File: config.mk
export PLATFORM = sky130hd
export DESIGN_NAME = integer_matrix_arithmetic_top_flat
export DESIGN_NICKNAME = d
export VERILOG_FILES = /design/src/hw/rtl/imx_pkg.sv /design/src/hw/rtl/imx_if.sv /design/src/hw/rtl/imx_seq.sv /design/src/hw/rtl/imx_dp.sv /design/src/hw/rtl/integer_matrix_arithmetic_top.sv /design/src/flat_wrapper.sv
export SDC_FILE = /design/constraint.sdc
export NUM_CORES = 2
export LEC_CHECK = 0
export BUFFER_PORTS_ARGS = -buffer_cell sky130_fd_sc_hd__buf_2
export CORE_ASPECT_RATIO = 0.75
export CORE_MARGIN = 2
export CORE_UTILIZATION = 60
export DETAILED_ROUTE_END_ITERATION = 10
export PLACE_DENSITY = 0.73
export SYNTH_ARGS = -nofsm -noshare
export SYNTH_HDL_FRONTEND = slang
export SYNTH_SLANG_ARGS = --single-unit
File: constraint.sdc
create_clock -name clk -period 18.98 [get_ports clk]
set_clock_uncertainty 0.1 [all_clocks]
set_input_delay 4.745 -clock clk [delete_from_list [all_inputs] [get_ports clk]]
set_output_delay 4.745 -clock clk [all_outputs]
set_load 0.05 [all_outputs]
File: src/hw/rtl/imx_pkg.sv
`timescale 1ns / 1ps
// ----------------------------------------------------------------------------
// imx_pkg
// Shared types, constants and helpers of the integer matrix engine.
// ----------------------------------------------------------------------------
package imx_pkg;

  localparam int MAX_DIM  = 8;
  localparam int DEPTH    = MAX_DIM * MAX_DIM;
  localparam int ADDR_W   = $clog2(DEPTH);
  localparam int IDX_W    = $clog2(MAX_DIM);
  localparam int DIM_W    = 4;
  localparam int CNT_W    = ADDR_W + 1;
  localparam int DATA_W   = 32;
  localparam int CFG_IDX_W = 3;

  // register indexes of the configuration port
  localparam logic [CFG_IDX_W-1:0] REG_ROWS_A = 3'd0;
  localparam logic [CFG_IDX_W-1:0] REG_COLS_A = 3'd1;
  localparam logic [CFG_IDX_W-1:0] REG_COLS_B = 3'd2;
  localparam logic [CFG_IDX_W-1:0] REG_MODE   = 3'd3;
  localparam logic [CFG_IDX_W-1:0] REG_SCALAR = 3'd4;

  // operation modes
  localparam logic [2:0] MODE_MUL   = 3'd0;
  localparam logic [2:0] MODE_ADD   = 3'd1;
  localparam logic [2:0] MODE_SUB   = 3'd2;
  localparam logic [2:0] MODE_ADDS  = 3'd3;
  localparam logic [2:0] MODE_SUBS  = 3'd4;
  localparam logic [2:0] MODE_MULS  = 3'd5;

  // effective configuration seen by the datapath and sequencer
  typedef struct packed {
    logic [DIM_W-1:0]  rows;
    logic [DIM_W-1:0]  cols_a;
    logic [DIM_W-1:0]  cols_b;
    logic [2:0]        mode;
    logic [DATA_W-1:0] scalar;
  } cfg_t;

  // sequencer to datapath controls
  typedef struct packed {
    logic              we_a;
    logic              we_b;
    logic [ADDR_W-1:0] waddr;
    logic              rd_en;
    logic [ADDR_W-1:0] raddr_a;
    logic [ADDR_W-1:0] raddr_b;
    logic              op_en;
    logic              acc_en;
    logic              acc_first;
  } dp_ctl_t;

  // zero acts as one, anything above MAX_DIM as MAX_DIM
  function automatic logic [DIM_W-1:0] eff_dim(input logic [DIM_W-1:0] d);
    logic [DIM_W-1:0] r;
    r = d;
    if (d == '0) r = DIM_W'(1);
    else if (d > DIM_W'(MAX_DIM)) r = DIM_W'(MAX_DIM);
    return r;
  endfunction

endpackage

File: src/hw/rtl/imx_if.sv
`timescale 1ns / 1ps
// ----------------------------------------------------------------------------
// imx_if
// Valid/ready channels of the matrix engine: element input, result output.
// ----------------------------------------------------------------------------
interface imx_in_if;
  logic               valid;
  logic               ready;
  logic signed [31:0] element;

  modport source (output valid, output element, input ready);
  modport sink   (input valid, input element, output ready);
endinterface

interface imx_out_if;
  logic               valid;
  logic               ready;
  logic signed [31:0] result_value;
  logic [2:0]         result_row;
  logic [2:0]         result_col;
  logic               last;

  modport source (output valid, output result_value, output result_row,
                  output result_col, output last, input ready);
  modport sink   (input valid, input result_value, input result_row,
                  input result_col, input last, output ready);
endinterface

File: src/hw/rtl/imx_seq.sv
`timescale 1ns / 1ps
// ----------------------------------------------------------------------------
// imx_seq
// Load counters and result sequencer: walks rows, columns and the inner
// product index, driving the shared arithmetic unit one step at a time.
// ----------------------------------------------------------------------------
module imx_seq (
  input  logic                        clk,
  input  logic                        rst,
  input  imx_pkg::cfg_t               cfg,
  input  logic                        cfg_hit,
  input  logic                        in_valid,
  output logic                        in_ready,
  input  logic                        out_ready,
  output logic                        out_valid,
  output logic [imx_pkg::IDX_W-1:0]   out_row,
  output logic [imx_pkg::IDX_W-1:0]   out_col,
  output logic                        out_last,
  output imx_pkg::dp_ctl_t            ctl
);

  typedef enum logic [4:0] {
    S_LOAD = 5'b00001,
    S_RD   = 5'b00010,
    S_MUL  = 5'b00100,
    S_ACC  = 5'b01000,
    S_OUT  = 5'b10000
  } state_t;

  state_t                           state;
  logic [imx_pkg::CNT_W-1:0]        load_count;
  logic                             loading_b;
  logic [imx_pkg::IDX_W-1:0]        i, j, k;
  logic [imx_pkg::ADDR_W-1:0]       row_base;
  logic [imx_pkg::ADDR_W-1:0]       b_idx;

  logic                             is_mul, loads_b, accept, done_load;
  logic                             k_last, j_last, i_last;
  logic [imx_pkg::CNT_W-1:0]        area_a, need_b;
  logic [2*imx_pkg::DIM_W-1:0]      prod_ra, prod_ab;
  logic [imx_pkg::DIM_W-1:0]        res_cols;

  always_comb begin
    is_mul   = (cfg.mode == imx_pkg::MODE_MUL);
    loads_b  = (cfg.mode == imx_pkg::MODE_MUL) || (cfg.mode == imx_pkg::MODE_ADD) ||
               (cfg.mode == imx_pkg::MODE_SUB);
    prod_ra  = cfg.rows * cfg.cols_a;
    prod_ab  = cfg.cols_a * cfg.cols_b;
    area_a   = prod_ra[imx_pkg::CNT_W-1:0];
    need_b   = is_mul ? prod_ab[imx_pkg::CNT_W-1:0] : area_a;
    res_cols = is_mul ? cfg.cols_b : cfg.cols_a;
    in_ready = (state == S_LOAD);
    accept   = in_valid && in_ready;
    done_load = ((load_count + imx_pkg::CNT_W'(1)) == (loading_b ? need_b : area_a));
    k_last   = !is_mul || (({1'b0, k} + imx_pkg::DIM_W'(1)) == cfg.cols_a);
    j_last   = (({1'b0, j} + imx_pkg::DIM_W'(1)) == res_cols);
    i_last   = (({1'b0, i} + imx_pkg::DIM_W'(1)) == cfg.rows);

    out_valid = (state == S_OUT);
    out_row   = i;
    out_col   = j;
    out_last  = i_last && j_last;

    ctl.we_a      = accept && !loading_b;
    ctl.we_b      = accept && loading_b;
    ctl.waddr     = load_count[imx_pkg::ADDR_W-1:0];
    ctl.rd_en     = (state == S_RD);
    ctl.raddr_a   = row_base + imx_pkg::ADDR_W'(is_mul ? k : j);
    ctl.raddr_b   = is_mul ? b_idx : row_base + imx_pkg::ADDR_W'(j);
    ctl.op_en     = (state == S_MUL);
    ctl.acc_en    = (state == S_ACC);
    ctl.acc_first = (k == '0);
  end

  always_ff @(posedge clk) begin
    if (rst) begin
      state      <= S_LOAD;
      load_count <= '0;
      loading_b  <= 1'b0;
    end else begin
      unique case (state)
        S_LOAD: begin
          if (cfg_hit) begin
            // a write to registers 0 to 4 abandons a partial load
            load_count <= '0;
            loading_b  <= 1'b0;
          end else if (accept) begin
            if (done_load) begin
              load_count <= '0;
              if (!loading_b && loads_b) begin
                loading_b <= 1'b1;
              end else begin
                loading_b <= 1'b0;
                state     <= S_RD;
                i         <= '0;
                j         <= '0;
                k         <= '0;
                row_base  <= '0;
                b_idx     <= '0;
              end
            end else begin
              load_count <= load_count + imx_pkg::CNT_W'(1);
            end
          end
        end
        S_RD:  state <= S_MUL;
        S_MUL: state <= S_ACC;
        S_ACC: begin
          if (k_last) begin
            state <= S_OUT;
          end else begin
            k     <= k + imx_pkg::IDX_W'(1);
            b_idx <= b_idx + imx_pkg::ADDR_W'(cfg.cols_b);
            state <= S_RD;
          end
        end
        S_OUT: begin
          if (out_ready) begin
            k <= '0;
            if (j_last) begin
              if (i_last) begin
                state <= S_LOAD;
              end else begin
                i        <= i + imx_pkg::IDX_W'(1);
                j        <= '0;
                row_base <= row_base + imx_pkg::ADDR_W'(cfg.cols_a);
                b_idx    <= '0;
                state    <= S_RD;
              end
            end else begin
              j     <= j + imx_pkg::IDX_W'(1);
              b_idx <= imx_pkg::ADDR_W'(j) + imx_pkg::ADDR_W'(1);
              state <= S_RD;
            end
          end
        end
        default: state <= S_LOAD;
      endcase
    end
  end

endmodule

File: src/hw/rtl/imx_dp.sv
`timescale 1ns / 1ps
// ----------------------------------------------------------------------------
// imx_dp
// Element stores for A and B, one shared multiply/add/subtract unit and the
// accumulator that holds the current result word.
// ----------------------------------------------------------------------------
module imx_dp (
  input  logic                        clk,
  input  imx_pkg::cfg_t               cfg,
  input  imx_pkg::dp_ctl_t            ctl,
  input  logic [imx_pkg::DATA_W-1:0]  element,
  output logic [imx_pkg::DATA_W-1:0]  result
);

  logic [imx_pkg::DATA_W-1:0] mem_a [imx_pkg::DEPTH];
  logic [imx_pkg::DATA_W-1:0] mem_b [imx_pkg::DEPTH];
  logic [imx_pkg::DATA_W-1:0] rd_a, rd_b;
  logic [imx_pkg::DATA_W-1:0] opnd, unit_out, prod, acc;

  always_ff @(posedge clk) begin
    if (ctl.we_a) mem_a[ctl.waddr] <= element;
    if (ctl.we_b) mem_b[ctl.waddr] <= element;
    if (ctl.rd_en) begin
      rd_a <= mem_a[ctl.raddr_a];
      rd_b <= mem_b[ctl.raddr_b];
    end
  end

  // shared unit; matrix modes take B, scalar modes the scalar
  always_comb begin
    if (cfg.mode == imx_pkg::MODE_MUL || cfg.mode == imx_pkg::MODE_ADD ||
        cfg.mode == imx_pkg::MODE_SUB) begin
      opnd = rd_b;
    end else begin
      opnd = cfg.scalar;
    end
    unique case (cfg.mode)
      imx_pkg::MODE_MUL,
      imx_pkg::MODE_MULS: unit_out = rd_a * opnd;
      imx_pkg::MODE_ADD,
      imx_pkg::MODE_ADDS: unit_out = rd_a + opnd;
      imx_pkg::MODE_SUB,
      imx_pkg::MODE_SUBS: unit_out = rd_a - opnd;
      default:            unit_out = rd_a;
    endcase
  end

  always_ff @(posedge clk) begin
    if (ctl.op_en) prod <= unit_out;
    if (ctl.acc_en) acc <= ctl.acc_first ? prod : acc + prod;
  end

  assign result = acc;

endmodule

File: src/hw/rtl/integer_matrix_arithmetic_top.sv
`timescale 1ns / 1ps
// ----------------------------------------------------------------------------
// integer_matrix_arithmetic_top
// Signed 32-bit matrix engine: multiply, elementwise add/subtract, scalar ops.
// ----------------------------------------------------------------------------
// Elements are taken one per cycle while loading (A, then B in the matrix
// modes); the word that completes the load starts the result pass, during
// which no input is taken. Every result step runs through the store read
// port, the one shared multiply/add unit and the accumulator (S_RD, S_MUL,
// S_ACC) once per product, and each result word then waits in S_OUT for the
// output to take it. Rows, column counts of 0 act as 1 and values above 8 as
// 8; any write to registers 0 to 4 drops a partially loaded matrix.
module integer_matrix_arithmetic_top (
  input  logic                            clk,
  input  logic                            rst,
  imx_in_if.sink                          in_ch,
  imx_out_if.source                       out_ch,
  input  logic                            cfg_we,
  input  logic [imx_pkg::CFG_IDX_W-1:0]   cfg_index,
  input  logic [imx_pkg::DATA_W-1:0]      cfg_data
);

  logic [imx_pkg::DIM_W-1:0]  rows_a, cols_a, cols_b;
  logic [2:0]                 mode;
  logic [imx_pkg::DATA_W-1:0] scalar;
  logic                       cfg_hit;
  imx_pkg::cfg_t              cfg;
  imx_pkg::dp_ctl_t           ctl;
  logic [imx_pkg::DATA_W-1:0] result;

  assign cfg_hit = cfg_we && (cfg_index <= imx_pkg::REG_SCALAR);

  always_ff @(posedge clk) begin
    if (rst) begin
      rows_a <= imx_pkg::DIM_W'(1);
      cols_a <= imx_pkg::DIM_W'(1);
      cols_b <= imx_pkg::DIM_W'(1);
      mode   <= imx_pkg::MODE_MUL;
      scalar <= '0;
    end else if (cfg_we) begin
      unique case (cfg_index)
        imx_pkg::REG_ROWS_A: rows_a <= cfg_data[imx_pkg::DIM_W-1:0];
        imx_pkg::REG_COLS_A: cols_a <= cfg_data[imx_pkg::DIM_W-1:0];
        imx_pkg::REG_COLS_B: cols_b <= cfg_data[imx_pkg::DIM_W-1:0];
        imx_pkg::REG_MODE:   mode   <= cfg_data[2:0];
        imx_pkg::REG_SCALAR: scalar <= cfg_data;
        default: ;
      endcase
    end
  end

  always_comb begin
    cfg.rows   = imx_pkg::eff_dim(rows_a);
    cfg.cols_a = imx_pkg::eff_dim(cols_a);
    cfg.cols_b = imx_pkg::eff_dim(cols_b);
    cfg.mode   = mode;
    cfg.scalar = scalar;
  end

  imx_seq u_seq (
    .clk       (clk),
    .rst       (rst),
    .cfg       (cfg),
    .cfg_hit   (cfg_hit),
    .in_valid  (in_ch.valid),
    .in_ready  (in_ch.ready),
    .out_ready (out_ch.ready),
    .out_valid (out_ch.valid),
    .out_row   (out_ch.result_row),
    .out_col   (out_ch.result_col),
    .out_last  (out_ch.last),
    .ctl       (ctl)
  );

  imx_dp u_dp (
    .clk     (clk),
    .cfg     (cfg),
    .ctl     (ctl),
    .element (in_ch.element),
    .result  (result)
  );

  assign out_ch.result_value = result;

endmodule

File: src/flat_wrapper.sv
// flat-port wrapper written by rule: the top's interface ports become plain ports
module integer_matrix_arithmetic_top_flat 
  (clk, rst, cfg_we, cfg_index, cfg_data, in_ch_valid, in_ch_element, in_ch_ready, out_ch_valid, out_ch_result_value, out_ch_result_row, out_ch_result_col, out_ch_last, out_ch_ready);
  imx_in_if in_ch_i ();
  imx_out_if out_ch_i ();
  input  logic clk;
  input  logic rst;
  input  logic cfg_we;
  input  logic [imx_pkg::CFG_IDX_W-1:0] cfg_index;
  input  logic [imx_pkg::DATA_W-1:0] cfg_data;
  input wire logic [$bits(in_ch_i.valid)-1:0] in_ch_valid;
  input wire logic [$bits(in_ch_i.element)-1:0] in_ch_element;
  output wire logic [$bits(in_ch_i.ready)-1:0] in_ch_ready;
  output wire logic [$bits(out_ch_i.valid)-1:0] out_ch_valid;
  output wire logic [$bits(out_ch_i.result_value)-1:0] out_ch_result_value;
  output wire logic [$bits(out_ch_i.result_row)-1:0] out_ch_result_row;
  output wire logic [$bits(out_ch_i.result_col)-1:0] out_ch_result_col;
  output wire logic [$bits(out_ch_i.last)-1:0] out_ch_last;
  input wire logic [$bits(out_ch_i.ready)-1:0] out_ch_ready;
  assign in_ch_i.valid = in_ch_valid;
  assign in_ch_i.element = in_ch_element;
  assign in_ch_ready = in_ch_i.ready;
  assign out_ch_valid = out_ch_i.valid;
  assign out_ch_result_value = out_ch_i.result_value;
  assign out_ch_result_row = out_ch_i.result_row;
  assign out_ch_result_col = out_ch_i.result_col;
  assign out_ch_last = out_ch_i.last;
  assign out_ch_i.ready = out_ch_ready;
  integer_matrix_arithmetic_top u_core (.clk(clk), .rst(rst), .in_ch(in_ch_i), .out_ch(out_ch_i), .cfg_we(cfg_we), .cfg_index(cfg_index), .cfg_data(cfg_data));
endmodule
==> impl_metrics.ini <==
[sta]
slew_viol_final = 0
setup-tns-final_ns = 0
worst_pin_slew_ns = 1.436
finalCritPeriodShare_pct = 48.57
fmax_mhz = 108.5
whs_ns = 0.3595
rsz0062_at_grt = no
maxSlewHeadroom_pct = 3.721
setup_viol = 0
hold_viol = 0
layout_min_cycle_time_ns = 9.219

[routing]
post-route-drc-count = 0
via_count = 100100
avgRoutedWirePerCell_um = 35.87
drt-pass1-iter-count = 9
met2WireLength_um = 231800
postRouteAntennaNets = 0
vias_per_cell = 6.897
drtIter0Drc = 16490
met3_length_um = 69530
drt-total-wl_um = 520800
met1_length_um = 199200
top_layer_used = met5

[logic_synthesis]
yosys-top-cells-area = edfxtp_1, mux4_2, fa_1, ha_1, mux2i_1
yosysMostFrequentCell = edfxtp_1
syn_area_sq_mm = 0.1867
ys_ff_latch = 4305
async_flop_share_pct = 0
syn_avg_cell_area_sq_um = 19.15
yosysTopAreaCell = edfxtp_1
ys_warn_count = 0
synth_top_cells_by_count = edfxtp_1, mux4_2, inv_1, nand2_1, fa_1
synth_top_area_share_pct = 68.26
synth_top_flop_cell = edfxtp_1
synth-edff-count = 4245
synth_cell_type_count = 85
synthCells = 9750
yosysSeqAreaShare_pct = 68.91
syn_nets = 10470

[run_status]
outcome = finished clean

[clocking]
htree_levels = 5
clkTransAtPathRegs_ns = 0.07
hold_buffers = 0
root_buffer = clkbuf_16
cts_tree = built
cts_buffer_depth = 4
cts-resized-gates = 0
clock_latency_ns = 0.97
cts_sinks = 4305
numCtsBuffers = 403
post_cts_buffers = 0

[floorplanning]
pin_count = 113
die-area_sq_mm = 0.3158
row_count = 177
dieHeight_um = 487.1
die-width_um = 648.2
core_region_area_sq_mm = 0.3098
initial_core_util_pct = 60.27

[setup_path]
criticalPathCategory = reg2reg
cpMostUsedCell = fa_1
cp_slowest_stage_delay_ns = 0.90
worst-path-max-fanout = 55
start_kind = flop
crit_path_end_kind = flop
cp.required_ns = 19.49
worst_path_max_delay_cell = mux2i_2
crit_arrival_ns = 9.73

[placed_design]
hpwlAfterDp_um = 308100
dpl_cell_area_sq_mm = 0.1938
io_buffers = 112
gp_congestion = 0.9796

[final_layout]
fin_util_pct = 66.85
nets = 10770
drive_above_1_share_pct = 22.91
fill_cells = 19490
area_delta_synth_final_pct = 10.91
final_area_sq_mm = 0.2071

[global_routing]
grt_usage_pct = 33.31
grt_start_max_net_pins = 125
grt_pass1_vias = 99100
grt_first_pass_wirelength_um = 735000
antenna_found_initial = 63
overflow = 0

[power_and_ir_drop]
design_power_total_mw = 26.35
vdd.ir_drop.worst_mv = 0.2674
p_leak_nw = 68.43
powerDensity_mw_per_mm2 = 127.2

[worst_hold_path]
hold_class = reg2reg

[run]
drv_cap = 0
-- critical path, delay by kind of cell, from the launching register on --
kind / cells / cell delay (ns)
flops: 1 / 0.34
fa+ha+maj: 9 / 4.26
buf+inv: 6 / 1.19
mux: 2 / 1.06
simple gates: 2 / 0.28
compound gates: 8 / 1.63
-- layout make-up --
cell class	instances	area [sq um]	area share, %
Clock inverter	260	2728	1.317
Tap cell	4117	5151	2.487
Multi-Input combinational cell	4478	55350	26.72
Clock buffer	476	10490	5.062
Inverter	446	1674	0.8083
Sequential cell	4305	128700	62.13
Antenna cell	26	65.06	0.03141
Timing Repair Buffer	412	2993	1.445
-- stage by stage --
| stage | std cells | setup WS, ns |
|---|---|---|
| after detailed placement | 13760 | 9.870 |
| after global placement | 13760 | 9.883 |
| final | 14520 | 9.761 |
| after global routing | 14510 | 9.470 |
| after floorplan | 9750 | 10.80 |
| after CTS | 14490 | 9.865 |
-- cell families after synthesis --
logic type / Yosys count / synth area share, %
XOR/XNOR: 206 / 1.003
buffers and inverters: 967 / 2.070
AND/OR/NAND/NOR: 1401 / 3.669
multiplexers: 1400 / 15.46
flip-flops: 4305 / 68.91
AO/OA/AOI/OAI: 823 / 2.849
adder cells (fa/ha/maj): 648 / 6.038
-- cell usage in the layout, fill, tap and decap left out, drive strengths merged, types with 21 or more instances in the layout --
| master | synthesis | final |
|---|---|---|
| a21o | 47 | 47 |
| dfxtp | 60 | 60 |
| nand2 | 429 | 429 |
| fa | 422 | 422 |
| xnor2 | 124 | 124 |
| bufinv | 0 | 52 |
| clkbuf | 354 | 476 |
| mux4 | 1184 | 1184 |
| and2 | 239 | 239 |
| mux2 | 30 | 30 |
| nor2b | 196 | 196 |
| a21oi | 280 | 280 |
| nand3 | 40 | 40 |
| and3 | 21 | 21 |
| nand2b | 25 | 25 |
| mux2i | 186 | 186 |
| edfxtp | 4245 | 4245 |
| buf | 167 | 412 |
| nor3 | 45 | 45 |
| nor2 | 337 | 337 |
| inv | 445 | 461 |
| xor2 | 77 | 77 |
| o21ai | 106 | 106 |
| diode | 0 | 26 |
| a211oi | 241 | 241 |
| clkinv | 1 | 179 |
| ha | 226 | 226 |
-- flip-flops by register name, summed over array words and instances, names as in the netlist, 5 cells and up --
register                 count
u_core.u_dp.result          32
u_core.u_dp.rd_a            32
u_core.u_dp.mem_a         2048
u_core.u_seq.b_idx           6
u_core.u_dp.mem_b         2048
u_core.u_seq.load_count      7
u_core.u_seq.state           5
u_core.u_seq.row_base        6
u_core.u_dp.rd_b            32
u_core.scalar               32
u_core.u_dp.prod            32
-- power by group --
group	switching [mW]	leakage (nW)	internal, mW
logic	4.32	23.3	3.14
registers	0.0354	38.7	10.7
clock network	3.54	6.44	4.66
-- worst paths after layout --
check                                        from                   end  slack (ns)  cells after the start
worst min register to register  u_core.scalar[30]     u_core.scalar[30]        0.36                      2
worst min-delay path            u_core.scalar[30]     u_core.scalar[30]        0.36                      2
worst max-delay path               u_core.mode[1]  u_core.u_dp.prod[30]        9.76                     27
worst max register to register     u_core.mode[1]  u_core.u_dp.prod[30]        9.76                     27
-- routing by layer --
metal  global-route usage (%)  vias up
met1                    49.56    52720
met2                    48.24     7158
met3                    9.141     1005
li1                         -    39230
met4                    11.59       28
met5                        0        -
Note: power is estimated with default switching activity, not from simulation.
